$ cat config.mk
export PLATFORM = sky130hd
export DESIGN_NAME = heap_sorter
export DESIGN_NICKNAME = d
export VERILOG_FILES = /design/src/rtl/core/hs_pkg.sv /design/src/rtl/core/hs_store.sv /design/src/rtl/core/heap_sorter.sv
export SDC_FILE = /design/constraint.sdc
export NUM_CORES = 2
export LEC_CHECK = 0
export ABC_AREA = 1
export BUFFER_PORTS_ARGS = -buffer_cell sky130_fd_sc_hd__buf_4
export CAP_MARGIN = 20
export CORE_AREA = 2 2 367 732
export CTS_CLUSTER_DIAMETER = 200
export CTS_CLUSTER_SIZE = 24
export DETAILED_ROUTE_END_ITERATION = 6
export DIE_AREA = 0 0 369 734
export PLACE_DENSITY = 0.53
export SETUP_SLACK_MARGIN = 0.2
export SYNTH_ARGS = -nofsm -noshare
export SYNTH_HDL_FRONTEND = slang
export SYNTH_HIERARCHICAL = 1
export SYNTH_SLANG_ARGS = --single-unit
export TNS_END_PERCENT = 1
$ cat constraint.sdc
create_clock -name clock -period 9.9 [get_ports clock]
set_input_delay 1.98 -clock clock [delete_from_list [all_inputs] [get_ports clock]]
set_output_delay 1.98 -clock clock [all_outputs]
set_load 0.02 [all_outputs]
$ cat src/rtl/core/hs_pkg.sv
// heap sorter package: sequencer state encoding
package hs_pkg;

   typedef enum logic [3:0] {
      ST_LOAD,
      ST_START,
      ST_BUILD,
      ST_RD_NODE,
      ST_GET_NODE,
      ST_DESCEND,
      ST_GET_LEFT,
      ST_GET_RIGHT,
      ST_CMP,
      ST_NEXT,
      ST_EXTRACT,
      ST_EX_RD0,
      ST_EX_RDL,
      ST_EX_SWAP,
      ST_EMIT_RD,
      ST_EMIT_LOAD
   } state_type;

endpackage

$ cat src/rtl/core/hs_store.sv
// heap sorter element store: one write port, one registered read port
module hs_store #(
   parameter int DEPTH = 64,
   parameter int WIDTH = 32
) (
   input  logic                     clock,
   input  logic                     wr_en,
   input  logic [$clog2(DEPTH)-1:0] wr_addr,
   input  logic [WIDTH-1:0]         wr_data,
   input  logic                     rd_en,
   input  logic [$clog2(DEPTH)-1:0] rd_addr,
   output logic [WIDTH-1:0]         rd_data
);

   logic [WIDTH-1:0] mem_ff [DEPTH];
   logic [WIDTH-1:0] rd_data_ff;

   always_ff @(posedge clock) begin
      if (wr_en) begin
         mem_ff[wr_addr] <= wr_data;
      end
   end

   // read data held until the next read
   always_ff @(posedge clock) begin
      if (rd_en) begin
         rd_data_ff <= mem_ff[rd_addr];
      end
   end

   assign rd_data = rd_data_ff;

endmodule

$ cat src/rtl/core/heap_sorter.sv
// heap sorter top level: load, in-place heapsort and sorted readout
//
// usage:
//  - req channel carries one signed value per item plus req_last on the final
//    item of a set; up to CAPACITY values are kept, further ones are dropped
//    and every result of that set then shows rsp_overflowed
//  - loading accepts one item per cycle; req_stall is low only while loading
//  - the final item starts an in-place heapsort: build a max-heap, then move
//    the root to the end and sift down the shrunken heap, n-1 times
//  - each sift level reads the left child, reads the right child (if any), compares
//    and writes back, on the store's one read port and the one comparator
//  - results come out in ascending signed order, each read from the store and
//    then loaded into the result register, with rsp_last_res on the greatest value
//  - the result register holds while rsp_stall is high; the sequencer waits
//    on it, and once the final result is loaded the block takes a new set
//  - reset (synchronous, active high) empties the set, clears the overflow
//    flag and drops any pending result; store contents are not cleared
module heap_sorter #(
   parameter int CAPACITY   = 64,
   parameter int DATA_WIDTH = 32
) (
   input  logic                         clock,
   input  logic                         reset,
   input  logic                         req_valid,
   output logic                         req_stall,
   input  logic signed [DATA_WIDTH-1:0] req_value,
   input  logic                         req_last,
   output logic                         rsp_valid,
   input  logic                         rsp_stall,
   output logic signed [DATA_WIDTH-1:0] rsp_value_res,
   output logic                         rsp_last_res,
   output logic                         rsp_overflowed
);
   import hs_pkg::*;

   localparam int AW = $clog2(CAPACITY);     // store address width
   localparam int CW = $clog2(CAPACITY + 1); // count width, holds CAPACITY
   localparam int LW = CW + 1;               // child index width

   // sequencer state and counters
   state_type              state_ff, state_in;
   logic [CW-1:0]          count_ff, count_in;
   logic                   ovf_ff, ovf_in;
   logic [CW-1:0]          k_ff, k_in;          // heap build / extract counter
   logic                   build_ff, build_in;  // 1 while building the heap
   logic [AW-1:0]          node_ff, node_in;    // hole being sifted down
   logic [CW-1:0]          size_ff, size_in;    // current heap size
   logic [AW-1:0]          emit_ff, emit_in;    // readout index

   // datapath registers
   logic [DATA_WIDTH-1:0]  cur_ff, cur_in;      // value being sifted
   logic [DATA_WIDTH-1:0]  best_ff, best_in;    // larger child so far
   logic [AW-1:0]          best_idx_ff, best_idx_in;

   // result register
   logic                   rsp_valid_ff, rsp_valid_in;
   logic [DATA_WIDTH-1:0]  rsp_value_ff, rsp_value_in;
   logic                   rsp_last_ff, rsp_last_in;
   logic                   rsp_ovf_ff, rsp_ovf_in;

   // store port
   logic                   wr_en;
   logic [AW-1:0]          wr_addr;
   logic [DATA_WIDTH-1:0]  wr_data;
   logic                   rd_en;
   logic [AW-1:0]          rd_addr;
   logic [DATA_WIDTH-1:0]  rd_data;

   // shared comparator
   logic [DATA_WIDTH-1:0]  cmp_a;
   logic [DATA_WIDTH-1:0]  cmp_b;
   logic                   cmp_gt;

   logic                   req_accept;
   logic                   rsp_free;
   logic [LW-1:0]          lc;
   logic [LW-1:0]          rc;
   logic                   lc_in_heap;
   logic                   rc_in_heap;
   logic                   emit_last;

   hs_store #(
      .DEPTH (CAPACITY),
      .WIDTH (DATA_WIDTH)
   ) u_store (
      .clock   (clock),
      .wr_en   (wr_en),
      .wr_addr (wr_addr),
      .wr_data (wr_data),
      .rd_en   (rd_en),
      .rd_addr (rd_addr),
      .rd_data (rd_data)
   );

   assign req_stall  = (state_ff != ST_LOAD);
   assign req_accept = req_valid && !req_stall;
   assign rsp_free   = !rsp_valid_ff || !rsp_stall;

   // children of the current hole
   assign lc         = LW'({node_ff, 1'b1});
   assign rc         = lc + LW'(1);
   assign lc_in_heap = lc < LW'(size_ff);
   assign rc_in_heap = rc < LW'(size_ff);
   assign emit_last  = (CW'(emit_ff) + CW'(1)) == count_ff;

   // the one compare unit: right child against left, then child against hole
   always_comb begin
      if (state_ff == ST_GET_RIGHT) begin
         cmp_a = rd_data;
         cmp_b = best_ff;
      end else begin
         cmp_a = best_ff;
         cmp_b = cur_ff;
      end
   end
   assign cmp_gt = $signed(cmp_a) > $signed(cmp_b);

   // next state
   always_comb begin
      state_in = state_ff;
      case (state_ff)
         ST_LOAD: begin
            if (req_accept && req_last) begin
               state_in = ST_START;
            end
         end
         ST_START:     state_in = ST_BUILD;
         ST_BUILD: begin
            state_in = (k_ff == '0) ? ST_EXTRACT : ST_RD_NODE;
         end
         ST_RD_NODE:   state_in = ST_GET_NODE;
         ST_GET_NODE:  state_in = ST_DESCEND;
         ST_DESCEND: begin
            state_in = lc_in_heap ? ST_GET_LEFT : ST_NEXT;
         end
         ST_GET_LEFT: begin
            state_in = rc_in_heap ? ST_GET_RIGHT : ST_CMP;
         end
         ST_GET_RIGHT: state_in = ST_CMP;
         ST_CMP: begin
            state_in = cmp_gt ? ST_DESCEND : ST_NEXT;
         end
         ST_NEXT: begin
            state_in = build_ff ? ST_BUILD : ST_EXTRACT;
         end
         ST_EXTRACT: begin
            state_in = (k_ff > CW'(1)) ? ST_EX_RD0 : ST_EMIT_RD;
         end
         ST_EX_RD0:    state_in = ST_EX_RDL;
         ST_EX_RDL:    state_in = ST_EX_SWAP;
         ST_EX_SWAP:   state_in = ST_DESCEND;
         ST_EMIT_RD:   state_in = ST_EMIT_LOAD;
         ST_EMIT_LOAD: begin
            if (rsp_free) begin
               state_in = emit_last ? ST_LOAD : ST_EMIT_RD;
            end
         end
         default:      state_in = ST_LOAD;
      endcase
   end

   // datapath and store control
   always_comb begin
      count_in     = count_ff;
      ovf_in       = ovf_ff;
      k_in         = k_ff;
      build_in     = build_ff;
      node_in      = node_ff;
      size_in      = size_ff;
      emit_in      = emit_ff;
      cur_in       = cur_ff;
      best_in      = best_ff;
      best_idx_in  = best_idx_ff;
      rsp_valid_in = rsp_valid_ff && rsp_stall;
      rsp_value_in = rsp_value_ff;
      rsp_last_in  = rsp_last_ff;
      rsp_ovf_in   = rsp_ovf_ff;
      wr_en        = 1'b0;
      wr_addr      = node_ff;
      wr_data      = cur_ff;
      rd_en        = 1'b0;
      rd_addr      = node_ff;
      case (state_ff)
         ST_LOAD: begin
            if (req_accept) begin
               if (count_ff < CW'(CAPACITY)) begin
                  wr_en    = 1'b1;
                  wr_addr  = count_ff[AW-1:0];
                  wr_data  = req_value;
                  count_in = count_ff + CW'(1);
               end else begin
                  ovf_in = 1'b1;
               end
            end
         end
         ST_START: begin
            k_in     = count_ff >> 1;
            build_in = 1'b1;
         end
         ST_BUILD: begin
            if (k_ff != '0) begin
               node_in = AW'(k_ff - CW'(1));
               size_in = count_ff;
               k_in    = k_ff - CW'(1);
            end else begin
               build_in = 1'b0;
               k_in     = count_ff;
            end
         end
         ST_RD_NODE: begin
            rd_en = 1'b1;
         end
         ST_GET_NODE: begin
            cur_in = rd_data;
         end
         ST_DESCEND: begin
            if (lc_in_heap) begin
               rd_en   = 1'b1;
               rd_addr = lc[AW-1:0];
            end else begin
               // hole is a leaf: drop the sifted value here
               wr_en = 1'b1;
            end
         end
         ST_GET_LEFT: begin
            best_in     = rd_data;
            best_idx_in = lc[AW-1:0];
            if (rc_in_heap) begin
               rd_en   = 1'b1;
               rd_addr = rc[AW-1:0];
            end
         end
         ST_GET_RIGHT: begin
            if (cmp_gt) begin
               best_in     = rd_data;
               best_idx_in = rc[AW-1:0];
            end
         end
         ST_CMP: begin
            wr_en = 1'b1;
            if (cmp_gt) begin
               // larger child moves up, hole moves down
               wr_data = best_ff;
               node_in = best_idx_ff;
            end
         end
         ST_EXTRACT: begin
            if (k_ff > CW'(1)) begin
               k_in = k_ff - CW'(1);
            end else begin
               emit_in = '0;
            end
         end
         ST_EX_RD0: begin
            rd_en   = 1'b1;
            rd_addr = '0;
         end
         ST_EX_RDL: begin
            best_in = rd_data;
            rd_en   = 1'b1;
            rd_addr = k_ff[AW-1:0];
         end
         ST_EX_SWAP: begin
            // old root goes to the end, the end value sifts from the root
            cur_in  = rd_data;
            wr_en   = 1'b1;
            wr_addr = k_ff[AW-1:0];
            wr_data = best_ff;
            size_in = k_ff;
            node_in = '0;
         end
         ST_EMIT_RD: begin
            rd_en   = 1'b1;
            rd_addr = emit_ff;
         end
         ST_EMIT_LOAD: begin
            if (rsp_free) begin
               rsp_valid_in = 1'b1;
               rsp_value_in = rd_data;
               rsp_last_in  = emit_last;
               rsp_ovf_in   = ovf_ff;
               if (emit_last) begin
                  count_in = '0;
                  ovf_in   = 1'b0;
               end else begin
                  emit_in = emit_ff + AW'(1);
               end
            end
         end
         default: begin
         end
      endcase
   end

   // control registers
   always_ff @(posedge clock) begin
      if (reset) begin
         state_ff     <= ST_LOAD;
         count_ff     <= '0;
         ovf_ff       <= 1'b0;
         build_ff     <= 1'b0;
         rsp_valid_ff <= 1'b0;
      end else begin
         state_ff     <= state_in;
         count_ff     <= count_in;
         ovf_ff       <= ovf_in;
         build_ff     <= build_in;
         rsp_valid_ff <= rsp_valid_in;
      end
   end

   // payload and index registers
   always_ff @(posedge clock) begin
      k_ff         <= k_in;
      node_ff      <= node_in;
      size_ff      <= size_in;
      emit_ff      <= emit_in;
      cur_ff       <= cur_in;
      best_ff      <= best_in;
      best_idx_ff  <= best_idx_in;
      rsp_value_ff <= rsp_value_in;
      rsp_last_ff  <= rsp_last_in;
      rsp_ovf_ff   <= rsp_ovf_in;
   end

   assign rsp_valid      = rsp_valid_ff;
   assign rsp_value_res  = rsp_value_ff;
   assign rsp_last_res   = rsp_last_ff;
   assign rsp_overflowed = rsp_ovf_ff;

`ifndef SYNTHESIS
   // stored count never passes capacity
   a_count_bound: assert property (@(posedge clock) disable iff (reset)
      count_ff <= CW'(CAPACITY))
      else $error("element count above capacity");

   // a new result appears only from the readout state
   a_rsp_source: assert property (@(posedge clock) disable iff (reset)
      $rose(rsp_valid_ff) |-> $past(state_ff) == ST_EMIT_LOAD)
      else $error("result loaded outside readout");

   // heap under sift never exceeds the stored set
   a_size_bound: assert property (@(posedge clock) disable iff (reset)
      state_ff == ST_DESCEND |-> size_ff <= count_ff)
      else $error("heap size above element count");

   // loading the greatest value ends the set and reopens the input
   a_set_done: assert property (@(posedge clock) disable iff (reset)
      (state_ff == ST_EMIT_LOAD && rsp_free && emit_last)
      |=> (state_ff == ST_LOAD && count_ff == '0 && !ovf_ff && rsp_last_ff))
      else $error("set not closed after final result");
`endif

endmodule
==> impl_results.md <==
* Status: completed
* Starting DRC count in detailed routing at approximately 7.3k
* Fin nets at 7861
* Post-synth EDFFs at ~2.2k
* Total CTS buffers at 102
* Worst hold slack at ~450 ps
* Die height at roughly 730 um
* Max Fanout on Critical Path at 123
* M1 GR Usage at 0.291
* Full die area at 271000 um^2
* Share of layout cells above drive strength 1 at 0.0616
* CTS tree: done
* Final hold vios at 0
* Setup WS post-layout at approximately 3800 ps
* PortBufs at 72
* H-Tree Depth at 3
* Top-count cell post-synth: nand2_1
* Dpl ws at about 4000 ps
* Core Rows at approximately 270
* Setup TNS at 0 ps
* Grt ovf at 0
* Slew Viols, Final at 0
* Post-synth cell types at 48
* GPL Wtd Cong at between 0.8 and 0.9
* Post-route DRC at 0
* Mapped cell area at 92200 um^2
* Synth cell count leaders: 2621 x nand2_1, 2210 x edfxtp_1, 1984 x nand3_1
* CTS resizes at 0
* Post-Route WL at roughly 280000 um
* DR pass1 iterations at 6
* Synth Register Bits at between 2k and 2.5k
* Area delta synth->final at 7.87%
* Die width at 369 um
* Sink Count at ~2.2k
* Slew HR at 0.281
* Per-cell routed wire length at between 20 and 25 um
* GRT Total Usage at 0.201
* Global-route wire length before repair at 404000 um
* Clk buf depth at 3
* Final min period at between 6000 and 7000 ps
* Nature of the critical path startpoint: flop
* Setup Buffers After CTS at 0
* Cells after Synth at just under 8k
* Post-cts hold buffer count at 0
* RSZ-0062 raised after global routing: no
* Core footprint at about 270000 um^2
* Largest net degree at the start of global routing at ~180
* Starting density of the core at 0.347
* Dominant cell type by area after synthesis: edfxtp_1
* Top cell by count, worst path: nand2_1
* Synth Flop Type: edfxtp_1
* Leakage at around 35 nW
* Top Usage Layer GRT: met2
* PD cells at 165 nW/um^2
* Crit-path cells: inv_1 > nor3_1 > xor2_1 > inv_1 > ha_1 > inv_1 > o31ai_1 > inv_1 > nand2_1 > nand2_1 > a21oi_1 > a211o_4 > buf_12 > buf_4 > buf_4 > nand2_1 > nand3_1 > nand3_1 > nand3_1 > nand3_1 > nand2_1 > nand2_1 > nand2_1
* Fmax at around 160 MHz
* Synth area leaders: edfxtp_1 72%, nand3_1 11%, nand2_1 11%
* Final ANT Viol Nets at 0
* Maximum VDD drop at approximately 0.17 mV
* Avg Cell Area, Syn at 11.6 um^2
* Critical Path End Type: flop
* I/O pins at 73
* Critical path class: reg2reg
* Synth Net Count at approximately 8k
* Yosys warnings at 6
* Post-synthesis async set-or-reset flop share at 0
* Min-Delay Path Class: reg2reg
* MaxCap Viol Count at 0
* Vias in the first global route at about 57k
* GRT met3 Usage at 0.0178
* Root Driver: clkbuf_16
* Area post-placement at around 97000 um^2
* Worst Path Required at 10530 ps
* Fillers at about 26k
* Worst Max-Slew Pin Slew at 1080 ps
* Clk_skew at around 54 ps
* Routing usage on met2 at 0.321
* Worst skew pair latency at ~800 ps
* Crit share post-route at 0.613
* Critical Path AT at between 6000 and 7000 ps
* DP Wirelength at 149000 um
* Sequential share of the synthesized area at 0.722
* Detailed-route via count at a little over 60k
* Worst-path clk slew at 120 ps
* CP peak stage delay at 710 ps
* Initial antenna violation count at 6
* Slowest-stage cell, CP: edfxtp_1
* Final instance area at 99500 um^2
* # setup viols final at 0
* DR vias/cell at between 5 and 6
* Synth top area share at 0.719
* Fin util at 0.375
* R2r setup slk at approximately 3800 ps
## flip-flops by register name, summed over array words and instances (netlist names), 4 cells and up
register / count
best_ff: 32
best_idx_ff: 6
count_ff: 7
cur_ff: 32
emit_ff: 6
k_ff: 7
node_ff: 6
rsp_value_res: 32
size_ff: 7
state_ff: 4
u_store/mem_ff: 2048
u_store/rd_data: 32
## cell usage in the layout, fill, tap and decap left out, drive strengths merged, types with 3 or more instances in the layout
cell type | netlist | layout
nand2 | 2629 | 2629
edfxtp | 2210 | 2210
nand3 | 1985 | 1985
buf | 395 | 240
inv | 144 | 142
nor2 | 121 | 121
o21ai | 113 | 113
clkbuf | 103 | 112
a21oi | 54 | 54
ha | 50 | 50
nand4 | 33 | 33
dfxtp | 14 | 14
nor3 | 12 | 12
nor4 | 10 | 10
xor2 | 9 | 9
a211oi | 9 | 9
clkinv | 1 | 7
diode | 0 | 6
o311ai | 6 | 6
o221ai | 4 | 4
xnor2 | 3 | 3
o22ai | 3 | 3
o2111ai | 3 | 3
## area by class of cell
cell class	instances	area (um^2)	area share
flip-flops and latches	2224	66600	0.670
multi-input cells	5061	23200	0.233
clock buffers	112	2610	0.0262
well taps	3510	4390	0.0441
diodes	6	15.0	0.000151
clock inverters	4	63.8	0.000641
inverters	145	586	0.00588
repair buffers	240	2010	0.0202
## worst max-delay path, delay by kind of cell (launching register included)
family,cells,cell delay [ps]
xor+xnor,1,180
buf+inv,7,2080
simple gates,11,1710
compound gates,3,720
fa+ha+maj,1,270
flops,1,710
## metrics by stage
step           power (mW)  cells
5_1_grt              16.9  11300
3_5_place_dp         11.9  11200
3_3_place_gp         11.9  11200
2_1_floorplan        11.4   7928
4_1_cts              16.6  11300
6_report             16.5  11300
## routing by layer
layer / vias to the layer above / part of all wire
met3: 283 / 0.063
met5: - / 0
met4: 0 / 0.029
li1: 27600 / -
met1: 30500 / 0.44
met2: 2127 / 0.47
## cell families after synthesis
| kind of cell | after synthesis | synth area share |
|---|---|---|
| AO/OA/AOI/OAI | 205 | 0.0124 |
| flip-flops | 2224 | 0.722 |
| XOR/XNOR | 12 | 0.00114 |
| adder cells (fa/ha/maj) | 50 | 0.00678 |
| AND/OR/NAND/NOR | 4794 | 0.224 |
| buffers and inverters | 643 | 0.0329 |
## power breakdown
part           total (mW)  internal [mW]  switching (mW)
logic                1.01          0.149           0.863
registers            10.7           10.7          0.0226
clock network        4.74           1.88            2.86
## final timing paths
kind,start,to,cells after the start
setup reg to reg,node_ff[3]$_DFFE_PP_,u_store/rd_data[27]$_DFFE_PP_,23
hold / removal,ovf_ff$_SDFFE_PP0P_,rsp_overflowed$_DFFE_PP_,0
hold reg to reg,ovf_ff$_SDFFE_PP0P_,rsp_overflowed$_DFFE_PP_,0
setup / recovery,node_ff[3]$_DFFE_PP_,u_store/rd_data[27]$_DFFE_PP_,23
Note: power is estimated with default switching activity, not from simulation.
